$ cat src/mpqe_pkg.sv
// ----------------------------------------------------------------------------
// Message pool queue engine package
// Action codes and field widths shared by the engine.
// ----------------------------------------------------------------------------
`default_nettype none
package mpqe_pkg;
    localparam logic [2:0] ACT_ALLOC = 3'd0;
    localparam logic [2:0] ACT_FREE  = 3'd1;
    localparam logic [2:0] ACT_ENQ   = 3'd2;
    localparam logic [2:0] ACT_PUSH  = 3'd3;
    localparam logic [2:0] ACT_POP   = 3'd4;
    localparam logic [2:0] ACT_PEEK  = 3'd5;
    localparam logic [2:0] ACT_QUERY = 3'd6;
    localparam logic [2:0] ACT_QRST  = 3'd7;

    localparam int ACTION_BITS = 3;
    localparam int QID_BITS    = 3;
    localparam int SLOT_BITS   = 5;
    localparam int SENDER_W    = 8;
    localparam int PAYLOAD_W   = 32;
endpackage
`default_nettype wire

$ cat src/message_pool_queue_engine.sv
// Sequence: every accepted beat passes ST_READ and ST_EXEC; free, peek, query, queue
// reset, a failed alloc and an enqueue or push onto an empty queue then go on to
// ST_RDOUT and ST_OUT; a successful alloc and an enqueue or push next to a neighbor
// pass ST_FIX first; a pop walks ST_EXEC and ST_WALK per entry, up to MSG_SLOTS. One item
// at a time: the next beat is taken only once the result beat is accepted and back in ST_IDLE.
// Reset (aresetn low, synchronous) clears the control state: full stack, empty queues.
// ----------------------------------------------------------------------------
// Message pool queue engine
// Slot pool with a LIFO free stack and doubly linked message queues, run by
// a small sequencer around one slot-memory read port.
// ----------------------------------------------------------------------------
`default_nettype none
module message_pool_queue_engine #(
    parameter int MSG_SLOTS   = 32,
    parameter int QUEUE_COUNT = 8,
    parameter int SENDER_BITS = 8
) (
    input  wire         aclk,
    input  wire         aresetn,
    input  wire         s_tvalid,
    output logic        s_tready,
    // action[2:0], queue_id[5:3], slot_index[10:6], sender_id[18:11],
    // payload_in[50:19], match_any[51], zero fill to 56 bits
    input  wire  [55:0] s_tdata,
    output logic        m_tvalid,
    input  wire         m_tready,
    // ok[0], slot_out[5:1], sender_out[13:6], payload_out[45:14],
    // queue_empty[46], zero fill to 48 bits
    output logic [47:0] m_tdata
);
    import mpqe_pkg::*;

    localparam int SB  = $clog2(MSG_SLOTS);
    localparam int LB  = SB + 1;
    localparam int QB  = (QUEUE_COUNT > 1) ? $clog2(QUEUE_COUNT) : 1;
    localparam logic [LB-1:0] NIL = LB'(MSG_SLOTS);

    localparam logic [2:0] ST_IDLE  = 3'd0;
    localparam logic [2:0] ST_READ  = 3'd1;
    localparam logic [2:0] ST_EXEC  = 3'd2;
    localparam logic [2:0] ST_WALK  = 3'd3;
    localparam logic [2:0] ST_FIX   = 3'd4;
    localparam logic [2:0] ST_RDOUT = 3'd5;
    localparam logic [2:0] ST_OUT   = 3'd6;

    // Slot memories: one synchronous read port each, shared by every step.
    logic [LB-1:0]          next_mem [MSG_SLOTS];
    logic [LB-1:0]          prev_mem [MSG_SLOTS];
    logic [SENDER_BITS-1:0] snd_mem  [MSG_SLOTS];
    logic [PAYLOAD_W-1:0]   pay_mem  [MSG_SLOTS];
    logic [SB-1:0]          fstack   [MSG_SLOTS];
    // Per-slot link valid bits stand in for the all-null reset of the links.
    logic [MSG_SLOTS-1:0]   nvld_reg, pvld_reg;
    logic [MSG_SLOTS-1:0]   stk_wr_reg;
    logic [LB-1:0]          qhead_reg [QUEUE_COUNT];
    logic [LB-1:0]          qtail_reg [QUEUE_COUNT];
    logic [LB-1:0]          fcnt_reg;

    logic [2:0]             state_reg;
    logic [2:0]             act_reg;
    logic                   qok_reg, sok_reg, any_reg;
    logic [QB-1:0]          q_reg;
    logic [SB-1:0]          s_reg;
    logic [SENDER_BITS-1:0] snd_reg;
    logic [PAYLOAD_W-1:0]   pay_reg;
    logic [LB-1:0]          cur_reg;
    logic [LB-1:0]          steps_reg;
    logic                   ok_reg;
    logic [SB-1:0]          found_reg;

    // Read address and registered read data.
    logic [SB-1:0]          raddr;
    logic [LB-1:0]          rd_next_reg, rd_prev_reg;
    logic [SENDER_BITS-1:0] rd_snd_reg;
    logic [PAYLOAD_W-1:0]   rd_pay_reg;
    logic [SB-1:0]          rd_stk_reg;
    logic                   rd_nv_reg, rd_pv_reg, rd_sv_reg;

    // Input field decode.
    logic [2:0]             in_act;
    logic [2:0]             in_q;
    logic [4:0]             in_slot;
    logic [7:0]             in_snd;
    logic                   in_qok, in_sok;

    assign in_act  = s_tdata[2:0];
    assign in_q    = s_tdata[5:3];
    assign in_slot = s_tdata[10:6];
    assign in_snd  = s_tdata[18:11];
    assign in_qok  = 32'(in_q) < QUEUE_COUNT;
    assign in_sok  = 32'(in_slot) < MSG_SLOTS;

    assign s_tready = (state_reg == ST_IDLE);

    logic [LB-1:0] link_n, link_p, hd, tl;
    assign link_n = rd_nv_reg ? rd_next_reg : NIL;
    assign link_p = rd_pv_reg ? rd_prev_reg : NIL;
    assign hd = qhead_reg[q_reg];
    assign tl = qtail_reg[q_reg];

    // Read address selection per step.
    always_comb begin
        raddr = s_reg;
        if (state_reg == ST_READ && act_reg == ACT_ALLOC) begin
            raddr = SB'(fcnt_reg - LB'(1));
        end else if (state_reg == ST_WALK ||
                     (state_reg == ST_READ || state_reg == ST_EXEC) && act_reg == ACT_POP) begin
            raddr = cur_reg[SB-1:0];
        end else if (state_reg == ST_RDOUT || state_reg == ST_FIX) begin
            raddr = found_reg;
        end
    end

    always_ff @(posedge aclk) begin
        rd_next_reg <= next_mem[raddr];
        rd_prev_reg <= prev_mem[raddr];
        rd_snd_reg  <= snd_mem[raddr];
        rd_pay_reg  <= pay_mem[raddr];
        rd_stk_reg  <= fstack[raddr];
        rd_nv_reg   <= nvld_reg[raddr];
        rd_pv_reg   <= pvld_reg[raddr];
        rd_sv_reg   <= stk_wr_reg[raddr];
    end

    // Sequencer and state updates.
    always_ff @(posedge aclk) begin
        if (!aresetn) begin
            state_reg  <= ST_IDLE;
            m_tvalid   <= 1'b0;
            fcnt_reg   <= LB'(MSG_SLOTS);
            nvld_reg   <= '0;
            pvld_reg   <= '0;
            stk_wr_reg <= '0;
            for (int i = 0; i < QUEUE_COUNT; i++) begin
                qhead_reg[i] <= NIL;
                qtail_reg[i] <= NIL;
            end
        end else begin
            case (state_reg)
                ST_IDLE: begin
                    if (s_tvalid) begin
                        act_reg   <= in_act;
                        qok_reg   <= in_qok;
                        sok_reg   <= in_sok;
                        q_reg     <= in_qok ? QB'(in_q) : '0;
                        s_reg     <= in_sok ? SB'(in_slot) : '0;
                        snd_reg   <= SENDER_BITS'(in_snd);
                        pay_reg   <= s_tdata[50:19];
                        any_reg   <= s_tdata[51];
                        ok_reg    <= 1'b0;
                        found_reg <= '0;
                        steps_reg <= '0;
                        cur_reg   <= in_qok ? qhead_reg[QB'(in_q)] : NIL;
                        state_reg <= ST_READ;
                    end
                end
                ST_READ: begin
                    state_reg <= ST_EXEC;
                end
                ST_EXEC: begin
                    state_reg <= ST_RDOUT;
                    case (act_reg)
                        ACT_ALLOC: begin
                            if (fcnt_reg != '0) begin
                                fcnt_reg <= fcnt_reg - LB'(1);
                                found_reg <= rd_sv_reg ? rd_stk_reg
                                           : SB'(fcnt_reg - LB'(1));
                                ok_reg   <= 1'b1;
                                state_reg <= ST_FIX;
                            end
                        end
                        ACT_FREE: begin
                            if (sok_reg && fcnt_reg < LB'(MSG_SLOTS)) begin
                                fstack[fcnt_reg[SB-1:0]] <= s_reg;
                                stk_wr_reg[fcnt_reg[SB-1:0]] <= 1'b1;
                                fcnt_reg <= fcnt_reg + LB'(1);
                            end
                        end
                        ACT_ENQ: begin
                            if (sok_reg && qok_reg) begin
                                snd_mem[s_reg] <= snd_reg;
                                pay_mem[s_reg] <= pay_reg;
                                nvld_reg[s_reg] <= 1'b0;
                                prev_mem[s_reg] <= tl;
                                pvld_reg[s_reg] <= 1'b1;
                                found_reg <= tl[SB-1:0];
                                if (tl == NIL) qhead_reg[q_reg] <= {1'b0, s_reg};
                                qtail_reg[q_reg] <= {1'b0, s_reg};
                                if (tl != NIL) state_reg <= ST_FIX;
                            end
                        end
                        ACT_PUSH: begin
                            if (sok_reg && qok_reg) begin
                                snd_mem[s_reg] <= snd_reg;
                                pay_mem[s_reg] <= pay_reg;
                                pvld_reg[s_reg] <= 1'b0;
                                next_mem[s_reg] <= hd;
                                nvld_reg[s_reg] <= 1'b1;
                                found_reg <= hd[SB-1:0];
                                if (hd == NIL) qtail_reg[q_reg] <= {1'b0, s_reg};
                                qhead_reg[q_reg] <= {1'b0, s_reg};
                                if (hd != NIL) state_reg <= ST_FIX;
                            end
                        end
                        ACT_POP: begin
                            state_reg <= ST_WALK;
                        end
                        ACT_PEEK: begin
                            if (qok_reg && hd != NIL) begin
                                found_reg <= hd[SB-1:0];
                                ok_reg <= 1'b1;
                            end
                        end
                        ACT_QUERY: begin
                        end
                        ACT_QRST: begin
                            if (qok_reg) begin
                                qhead_reg[q_reg] <= NIL;
                                qtail_reg[q_reg] <= NIL;
                            end
                        end
                        default: begin
                        end
                    endcase
                end
                // One entry per visit, via ST_EXEC between entries: read data of cur_reg is present.
                ST_WALK: begin
                    if (cur_reg == NIL || steps_reg == LB'(MSG_SLOTS)) begin
                        state_reg <= ST_RDOUT;
                    end else if (any_reg || rd_snd_reg == snd_reg) begin
                        // Unlink the matching entry.
                        if (link_p != NIL) begin
                            next_mem[link_p[SB-1:0]] <= link_n;
                            nvld_reg[link_p[SB-1:0]] <= 1'b1;
                        end else begin
                            qhead_reg[q_reg] <= link_n;
                        end
                        if (link_n != NIL) begin
                            prev_mem[link_n[SB-1:0]] <= link_p;
                            pvld_reg[link_n[SB-1:0]] <= 1'b1;
                        end else begin
                            qtail_reg[q_reg] <= link_p;
                        end
                        nvld_reg[cur_reg[SB-1:0]] <= 1'b0;
                        pvld_reg[cur_reg[SB-1:0]] <= 1'b0;
                        found_reg <= cur_reg[SB-1:0];
                        ok_reg    <= 1'b1;
                        state_reg <= ST_RDOUT;
                    end else begin
                        cur_reg   <= link_n;
                        steps_reg <= steps_reg + LB'(1);
                        state_reg <= ST_EXEC;
                        act_reg   <= ACT_POP;
                    end
                end
                // Second write of a step: neighbor link or slot clear.
                ST_FIX: begin
                    state_reg <= ST_RDOUT;
                    if (act_reg == ACT_ENQ) begin
                        next_mem[found_reg] <= {1'b0, s_reg};
                        nvld_reg[found_reg] <= 1'b1;
                    end else if (act_reg == ACT_PUSH) begin
                        prev_mem[found_reg] <= {1'b0, s_reg};
                        pvld_reg[found_reg] <= 1'b1;
                    end else begin
                        snd_mem[found_reg] <= '0;
                        pay_mem[found_reg] <= '0;
                        nvld_reg[found_reg] <= 1'b0;
                        pvld_reg[found_reg] <= 1'b0;
                    end
                end
                ST_RDOUT: begin
                    state_reg <= ST_OUT;
                end
                ST_OUT: begin
                    if (!m_tvalid) begin
                        m_tvalid  <= 1'b1;
                        m_tdata   <= {1'b0,
                                      !(qok_reg && hd != NIL),
                                      ok_reg ? rd_pay_reg : 32'd0,
                                      ok_reg ? 8'(rd_snd_reg) : 8'd0,
                                      ok_reg ? 5'(found_reg) : 5'd0,
                                      ok_reg};
                    end else if (m_tready) begin
                        m_tvalid  <= 1'b0;
                        state_reg <= ST_IDLE;
                    end
                end
                default: begin
                    state_reg <= ST_IDLE;
                end
            endcase
        end
    end

`ifndef SYNTH
    // No new item is taken while a result is outstanding.
    a_busy: assert property (@(posedge aclk) disable iff (!aresetn)
        m_tvalid |-> !s_tready) else $error("ready while result pending");
    // The free count never exceeds the pool size.
    a_fcnt: assert property (@(posedge aclk) disable iff (!aresetn)
        fcnt_reg <= LB'(MSG_SLOTS)) else $error("free count overflow");
    // An accepted beat always starts with a memory read step.
    a_start: assert property (@(posedge aclk) disable iff (!aresetn)
        s_tvalid && s_tready |=> state_reg == ST_READ) else $error("bad start");
`endif
endmodule
`default_nettype wire
$ cat config.mk
export PLATFORM = sky130hd
export DESIGN_NAME = message_pool_queue_engine
export DESIGN_NICKNAME = d
export VERILOG_FILES = /design/src/mpqe_pkg.sv /design/src/message_pool_queue_engine.sv
export SDC_FILE = /design/constraint.sdc
export NUM_CORES = 2
export LEC_CHECK = 0
export BUFFER_PORTS_ARGS = -buffer_cell sky130_fd_sc_hd__buf_4
export CORE_AREA = 2 2 294 586
export CTS_BUF_LIST = sky130_fd_sc_hd__clkbuf_4
export DETAILED_ROUTE_END_ITERATION = 7
export DIE_AREA = 0 0 296 588
export GPL_TIMING_DRIVEN = 0
export HOLD_SLACK_MARGIN = 0.12
export PLACE_DENSITY = 0.71
export SLEW_MARGIN = 0
export SYNTH_ARGS = -nofsm -noshare
export SYNTH_HDL_FRONTEND = slang
export SYNTH_SLANG_ARGS = --single-unit
$ cat constraint.sdc
create_clock -name aclk -period 8 [get_ports aclk]
set_clock_uncertainty 0.1 [all_clocks]
set_input_delay 0.8 -clock aclk [delete_from_list [all_inputs] [get_ports aclk]]
set_output_delay 0.8 -clock aclk [all_outputs]
set_load 0.03 [all_outputs]
* Word level (Yosys, flattened, before mapping)
Memories as Yosys holds them, arrays and structs flattened. A register that Yosys moved wholly into a read port is not among the register bits.
Cells that the tools add are included.
** Word-level totals
- Bits in writable memories :: 1920
- Output and inout bits :: 50
- Flip-flop bits (word level) :: 226
- Memories kept :: 7
- Input port bits :: 60
- Logic and storage cells :: 330
** Operators by class
- Reduce and logical (&&, ||, !) cells :: 39
- Mux-type cells :: 185
- Bitwise logic cells :: 25
- $lt $le $gt $ge :: 14
- Eq/ne operators :: 36
- Add/sub/neg operators :: 3
** Memory list
- pay_mem :: depth 32, bits a word 32, rd ports 1, clocked after memory_dff 1, wr ports 1, RTL line message_pool_queue_engine.sv:50 : logic [PAYLOAD_W-1:0] pay_mem [MSG_SLOTS];
- snd_mem :: depth 32, bits a word 8, rd ports 1, clocked after memory_dff 1, wr ports 1, RTL line message_pool_queue_engine.sv:49 : logic [SENDER_BITS-1:0] snd_mem [MSG_SLOTS];
- next_mem :: depth 32, bits a word 6, rd ports 1, clocked after memory_dff 1, wr ports 1, RTL line message_pool_queue_engine.sv:47 : logic [LB-1:0] next_mem [MSG_SLOTS];
- prev_mem :: depth 32, bits a word 6, rd ports 1, clocked after memory_dff 1, wr ports 1, RTL line message_pool_queue_engine.sv:48 : logic [LB-1:0] prev_mem [MSG_SLOTS];
- fstack :: depth 32, bits a word 5, rd ports 1, clocked after memory_dff 1, wr ports 1, RTL line message_pool_queue_engine.sv:51 : logic [SB-1:0] fstack [MSG_SLOTS];
- qhead_reg :: depth 8, bits a word 6, rd ports 2, clocked after memory_dff 1, wr ports 8, RTL line message_pool_queue_engine.sv:55 : logic [LB-1:0] qhead_reg [QUEUE_COUNT];
- 1 more memories
** Operators by type and width (count)
- 2-to-1 mux 32 bit :: 20
- bitwise OR 32 bit :: 7
- AND 32 bit :: 6
- case mux 32 bit (3 select lines) :: 2
- 2-to-1 mux 6 bit :: 22
- case mux 32 bit (2 select lines) :: 2
- inverter 32 bit :: 3
- 2-to-1 mux 1 bit :: 91
- 2-to-1 mux 5 bit :: 15
- less-than comparator 5 x 6 -> 1 bit (second input constant) :: 7
- 2-to-1 mux 3 bit :: 12
- case mux 6 bit (2 select lines) :: 3
- OR reduction 6 bit :: 6
- OR reduction 32 bit :: 1
- demux 1 bit (select 5 bit) :: 6
- greater-or-equal comparator 5 x 1 -> 1 bit (second input constant) :: 6
- == test 6 bit (second input constant) :: 4
- inequality test 6 bit (second input constant) :: 4
- case mux 3 bit (7 select lines) :: 1
- case mux 5 bit (4 select lines) :: 1
- == test 3 bit (second input constant) :: 6
- 2-to-1 mux 8 bit :: 2
- AND reduction 8 bit :: 2
- binary-select mux 1 bit (select 5 bit) :: 3
- other kinds (30) :: 70

* Depth between registers and ports, before layout
- Word-level depth :: 15
- Depth in mapped cells :: 13
- Mapped depth without buffers :: 10

* Worst setup path after synthesis
OpenSTA, ideal clock, no wires.
- Path kind :: input to register
- From :: in aresetn
- To :: reg m_tdata[0], enable pin
- Setup time :: 0.510 ns
- Required time :: 7.390 ns
- Arrival time :: 4.661 ns
- Slack :: 2.730 ns
- Path buffers :: 2
- Cell stages on the path :: 4
- Cell sequence :: clkbuf_1 -> inv_2 -> clkbuf_1 -> nor3_1
** On the way
- Longest elaborated chain between the ends :: 1
** Ends and longest elaborated chain
- start, declared :: RTL line message_pool_queue_engine.sv:19 : input wire aresetn,
- AND reduction 3 bit (no source line)
- end signal, assigned :: RTL line message_pool_queue_engine.sv:278 : m_tdata <= {1'b0,
- end, declared :: RTL line message_pool_queue_engine.sv:29 : output logic [47:0] m_tdata
No other way between the ends.
A chain may end at the register's enable or synchronous reset.

* Final worst setup path
- From :: reg state_reg[2]
- To :: mem pay_mem[7][6], enable pin
** On the way
- Longest elaborated chain between the ends :: 6
- Elaborated cells on any way between the ends :: 15
- Classes of those cells :: 2 x eq/ne; 11 x mux; 1 x bitwise; 1 x reduce/logical
** Ends and longest elaborated chain
- start, declared :: RTL line message_pool_queue_engine.sv:59 : logic [2:0] state_reg;
- start signal, assigned :: RTL line message_pool_queue_engine.sv:128 : state_reg <= ST_IDLE;
- start signal, assigned :: RTL line message_pool_queue_engine.sv:154 : state_reg <= ST_READ;
- start signal, assigned :: RTL line message_pool_queue_engine.sv:158 : state_reg <= ST_EXEC;
- == test 3 bit or == test 3 x 2 -> 1 bit (tied branches) :: RTL line message_pool_queue_engine.sv:139 : case (state_reg)
- 2-to-1 mux 1 bit :: RTL line message_pool_queue_engine.sv:139
- 2-to-1 mux 1 bit :: RTL line message_pool_queue_engine.sv:127 : if (!aresetn) begin
- 2-to-1 mux 1 bit, on equally long branches :: RTL line message_pool_queue_engine.sv:267, message_pool_queue_engine.sv:182, message_pool_queue_engine.sv:195
- OR reduction 32 bit (no source line) or bitwise OR 1 bit (tied branches)
- 2-to-1 mux 5 bit (no source line) or 2-to-1 mux 1 bit (tied branches)
- end, declared :: RTL line message_pool_queue_engine.sv:50
Parallel ways exist; a longest one is shown, timed or not.

==> results.py <==
metrics = {
    "cells_and_area": {
        "mostFrequentLayoutCells": "2037 x sky130_fd_sc_hd__edfxtp_1, 922 x sky130_fd_sc_hd__nand2_1, 678 x sky130_fd_sc_hd__clkbuf_4",
        "largest_register_ffs": 1024,
        "flow.area_growth_from_synthesis_pct": 14.2,
        "fin_nets": 7588,
        "final_common_cell": "sky130_fd_sc_hd__edfxtp_1",
        "top_register": "pay_mem",
        "utilization_of_the_core_after_routing_pct": 62.4,
        "layout_top_registers": "pay_mem: 1024 flops, snd_mem: 256 flops",
        "share_of_post_route_cells_with_drive_strength_above_1_pct": 16.4,
        "fillerInstances": 12905,
        "non_filler_instance_count_after_layout": 10200,
    },
    "outcome": {
        "violations": "max-capacitance violations, max-slew violations",
        "run_status": "complete, but fails checks",
    },
    "pwr": {
        "cellLeakagePower_uw": 0.0365,
        "total_chip_power_uw": 29800,
        "vdd.ir_drop.worst_mv": 0.181,
        "p_per_area_nw_per_um2": 282,
    },
    "clocking": {
        "cts-root-to-sink-buffers": 4,
        "cts_repair_resize_count": 0,
        "cts-root-buf": "sky130_fd_sc_hd__clkbuf_4",
        "cts_htree_levels": 5,
        "clock_network_latency_to_the_later_pin_of_the_worst_skew_pair_ps": 1340,
        "numCtsBuffers": 467,
        "tritoncts": "done",
        "clkTransAtPathRegs_ps": 100,
        "numClockSinks": 2206,
    },
    "worst_setup_path": {
        "delay_heaviest_family_cp": "buffers and inverters",
        "kind_of_start_point_of_the_critical_path": "flip-flop",
        "critical_path_cell_by_cell": "buf_2, nor3b_1, clkbuf_1, nand3_1, clkbuf_1, a21oi_1, nand2b_1, nor2_4, buf_12, buf_16",
        "kind_of_end_point_of_the_critical_path": "flip-flop",
        "critical_path.most_common_cell": "sky130_fd_sc_hd__clkbuf_1",
        "cp_num_buf_inv": 5,
        "worst_ep_required_time_ps": 8870,
        "longest_individual_stage_delay_on_the_worst_path_ps": 970,
        "worst_path_max_delay_cell": "sky130_fd_sc_hd__nor2_4",
        "timing_worst_setup_path_type": "flip-flop to flip-flop",
        "critPathMaxFanout": 14,
        "worst-endpoint-arrival_ps": 7310,
    },
    "synth": {
        "synth_nets": 6830,
        "netlist.top_cell.by_area": "sky130_fd_sc_hd__edfxtp_1",
        "ys_types": 88,
        "synth_edf_count": 2037,
        "synth_async_sr_flop_share_pct": 0,
        "ys.warnings.count": 0,
        "synth-main-ff-cell": "sky130_fd_sc_hd__edfxtp_1",
        "yosys_register_bits": 2206,
        "ys_seq_area_share_pct": 69.6,
        "post_synth_inst_count": 6764,
        "synthXorXnorAreaFrac_pct": 0.161,
        "post_synth_mux_area_share_pct": 7.47,
        "post_synth_instance_area_um2": 92700,
        "synth_simple_gate_area_share_pct": 8.62,
        "synth_compound_area_share_pct": 11.4,
        "avgSynthCellArea_um2": 13.7,
        "ys_top_cells_by_area": "sky130_fd_sc_hd__edfxtp_1 66%, sky130_fd_sc_hd__mux2i_1 6.4%, sky130_fd_sc_hd__nand2_1 3.7%",
        "synth_fa_ha_area_share_pct": 0.0810,
        "dominant_combinational_cell_family_by_area_after_synthesis": "compound AO/OA/AOI/OAI gates",
        "synth_top_cell_area_share_pct": 66.0,
    },
    "drt": {
        "drt_first_iter_violations": 8650,
        "route.detailed.vias_per_inst": 6.73,
        "drc": 0,
        "antenna_left": 0,
        "drt_pass1_iterations": 8,
        "routedWlPerCell_um": 36.3,
        "route.final.wire_length_mm": 370,
        "vias": 68655,
    },
    "job": {
        "cap_viol_max_count": 3,
    },
    "floorplan": {
        "std_cell_rows": 214,
        "io-pin-count": 110,
        "chipHeight_um": 588,
        "start_util_pct": 54.6,
        "coreArea_um2": 170000,
        "dieArea_um2": 174000,
        "die_x_um": 296,
    },
    "sta": {
        "setup_repair_after_global_routing_missed_its_margin": "no",
        "slew-limit-headroom_pct": -12.3,
        "finalHoldViolCount": 0,
        "setup_total_negative_slack_ps": 0,
        "fmax_mhz": 155,
        "worstMarginPinSlew_ps": 1680,
        "final_setup_violation_count": 0,
        "hold_slack_ps": 149,
        "number_of_max_slew_violations_in_the_final_report": 35,
        "layout_worst_path_cycle_share_pct": 80.6,
        "post-route-min-period_ps": 6450,
    },
    "grt": {
        "maximum_number_of_pins_on_one_net_before_global_route_repair": 39,
        "first_global_vias": 68875,
        "grt_util_met3_pct": 10.8,
        "global_route.overflow_total": 0,
        "grtUsageTotal_pct": 42.2,
        "gr-usage-met1_pct": 39.7,
        "first_pass_grt_wire_length_mm": 503,
        "grt_antenna_before_repair": 29,
        "grt_util_met2_pct": 70.9,
        "most_congested_layer_reported_by_global_routing": "met2",
    },
    "placement": {
        "dpl.cell_count": 9220,
        "detailed_place_hpwl_mm": 264,
        "gp_routability_congestion": 1.08,
        "portBuffers": 104,
    },
    "worst_hold_path": {
        "type_of_the_worst_min_delay_path": "input port to flip-flop",
    },
}
==> metal layers <==
layer | share of wire, % | up-vias
li1 | - | 27926
met1 | 29 | 33274
met2 | 49 | 5279
met3 | 8.9 | 2160
met4 | 13 | 16
met5 | 0.032 | -
==> worst reg2reg max path, cell delays in order, from the launching register on <==
cell and delay (ps):
sky130_fd_sc_hd__dfxtp_1 610, sky130_fd_sc_hd__buf_2 370, sky130_fd_sc_hd__nor3b_1 460, sky130_fd_sc_hd__clkbuf_1 760, sky130_fd_sc_hd__nand3_1 300, sky130_fd_sc_hd__clkbuf_1 570
sky130_fd_sc_hd__a21oi_1 940, sky130_fd_sc_hd__nand2b_1 460, sky130_fd_sc_hd__nor2_4 970, sky130_fd_sc_hd__buf_12 290, sky130_fd_sc_hd__buf_16 210
==> path summary, 6_finish.rpt <==
check	to	from	cells past startpoint	slack (ps)
min	pay_reg[2]	s_tdata[21]	2	150
min reg2reg	stk_wr_reg[29]	stk_wr_reg[29]	1	340
max reg2reg	pay_mem[7][6]	state_reg[2]	10	1550
max	pay_mem[7][6]	state_reg[2]	10	1550
==> timing repair <==
| item | CTS | global route |
|---|---|---|
| setup endpoints to repair | 0 | 0 |
| hold buffers | 97 | 0 |
| buffers inserted | 0 | 0 |
| endpoints found under the hold margin | 72 | 0 |
==> stage by stage <==
step	area, µm²	setup slack, ps
after global placement	96300	-3080
after floorplan	92700	2730
after CTS	106000	1920
after global routing	106000	1810
after detailed placement	98600	2040
final	106000	1550
==> logic make-up after synthesis <==
logic type / Yosys count
AOI/OAI and AO/OA: 1576
xor gates and xnor gates: 17
adders and majority gates: 6
buffers and inverters: 507
DFF: 2206
muxes: 645
other: 1
and+or+nand+nor: 1806
==> where the power goes <==
part	total (µW)	internal (µW)	leakage [µW]	switching, µW
Clock	8790	4230	0.00362	4560
Sequential	13200	13000	0.0198	236
Combinational	7840	2010	0.0131	5830
==> final cells by class <==
type	count	area (µm²)	area share, %
clock buffers	677	5080	4.80
flip-flops and latches	2206	64600	61.0
diodes	25	62.6	0.0591
clock inverters	177	1020	0.961
plain buffers	484	2360	2.23
multi-input cells	4051	26100	24.7
inverters	23	86.3	0.0816
repair buffers	289	3700	3.49
well taps	2268	2840	2.68
==> cell usage after synthesis (all sizes together) (36+ instances only) <==
master	instances
and2	100
o211a	57
a31oi	147
mux2i	595
o41ai	58
o221ai	136
and3	128
o21ai	131
nor2	396
a21oi	467
nand2	924
dfxtp	169
nor3	51
o22ai	147
buf	212
clkbuf	272
a21o	38
mux4	36
edfxtp	2037
a211oi	303
nand3	75
(Power assumes the default switching activity.)
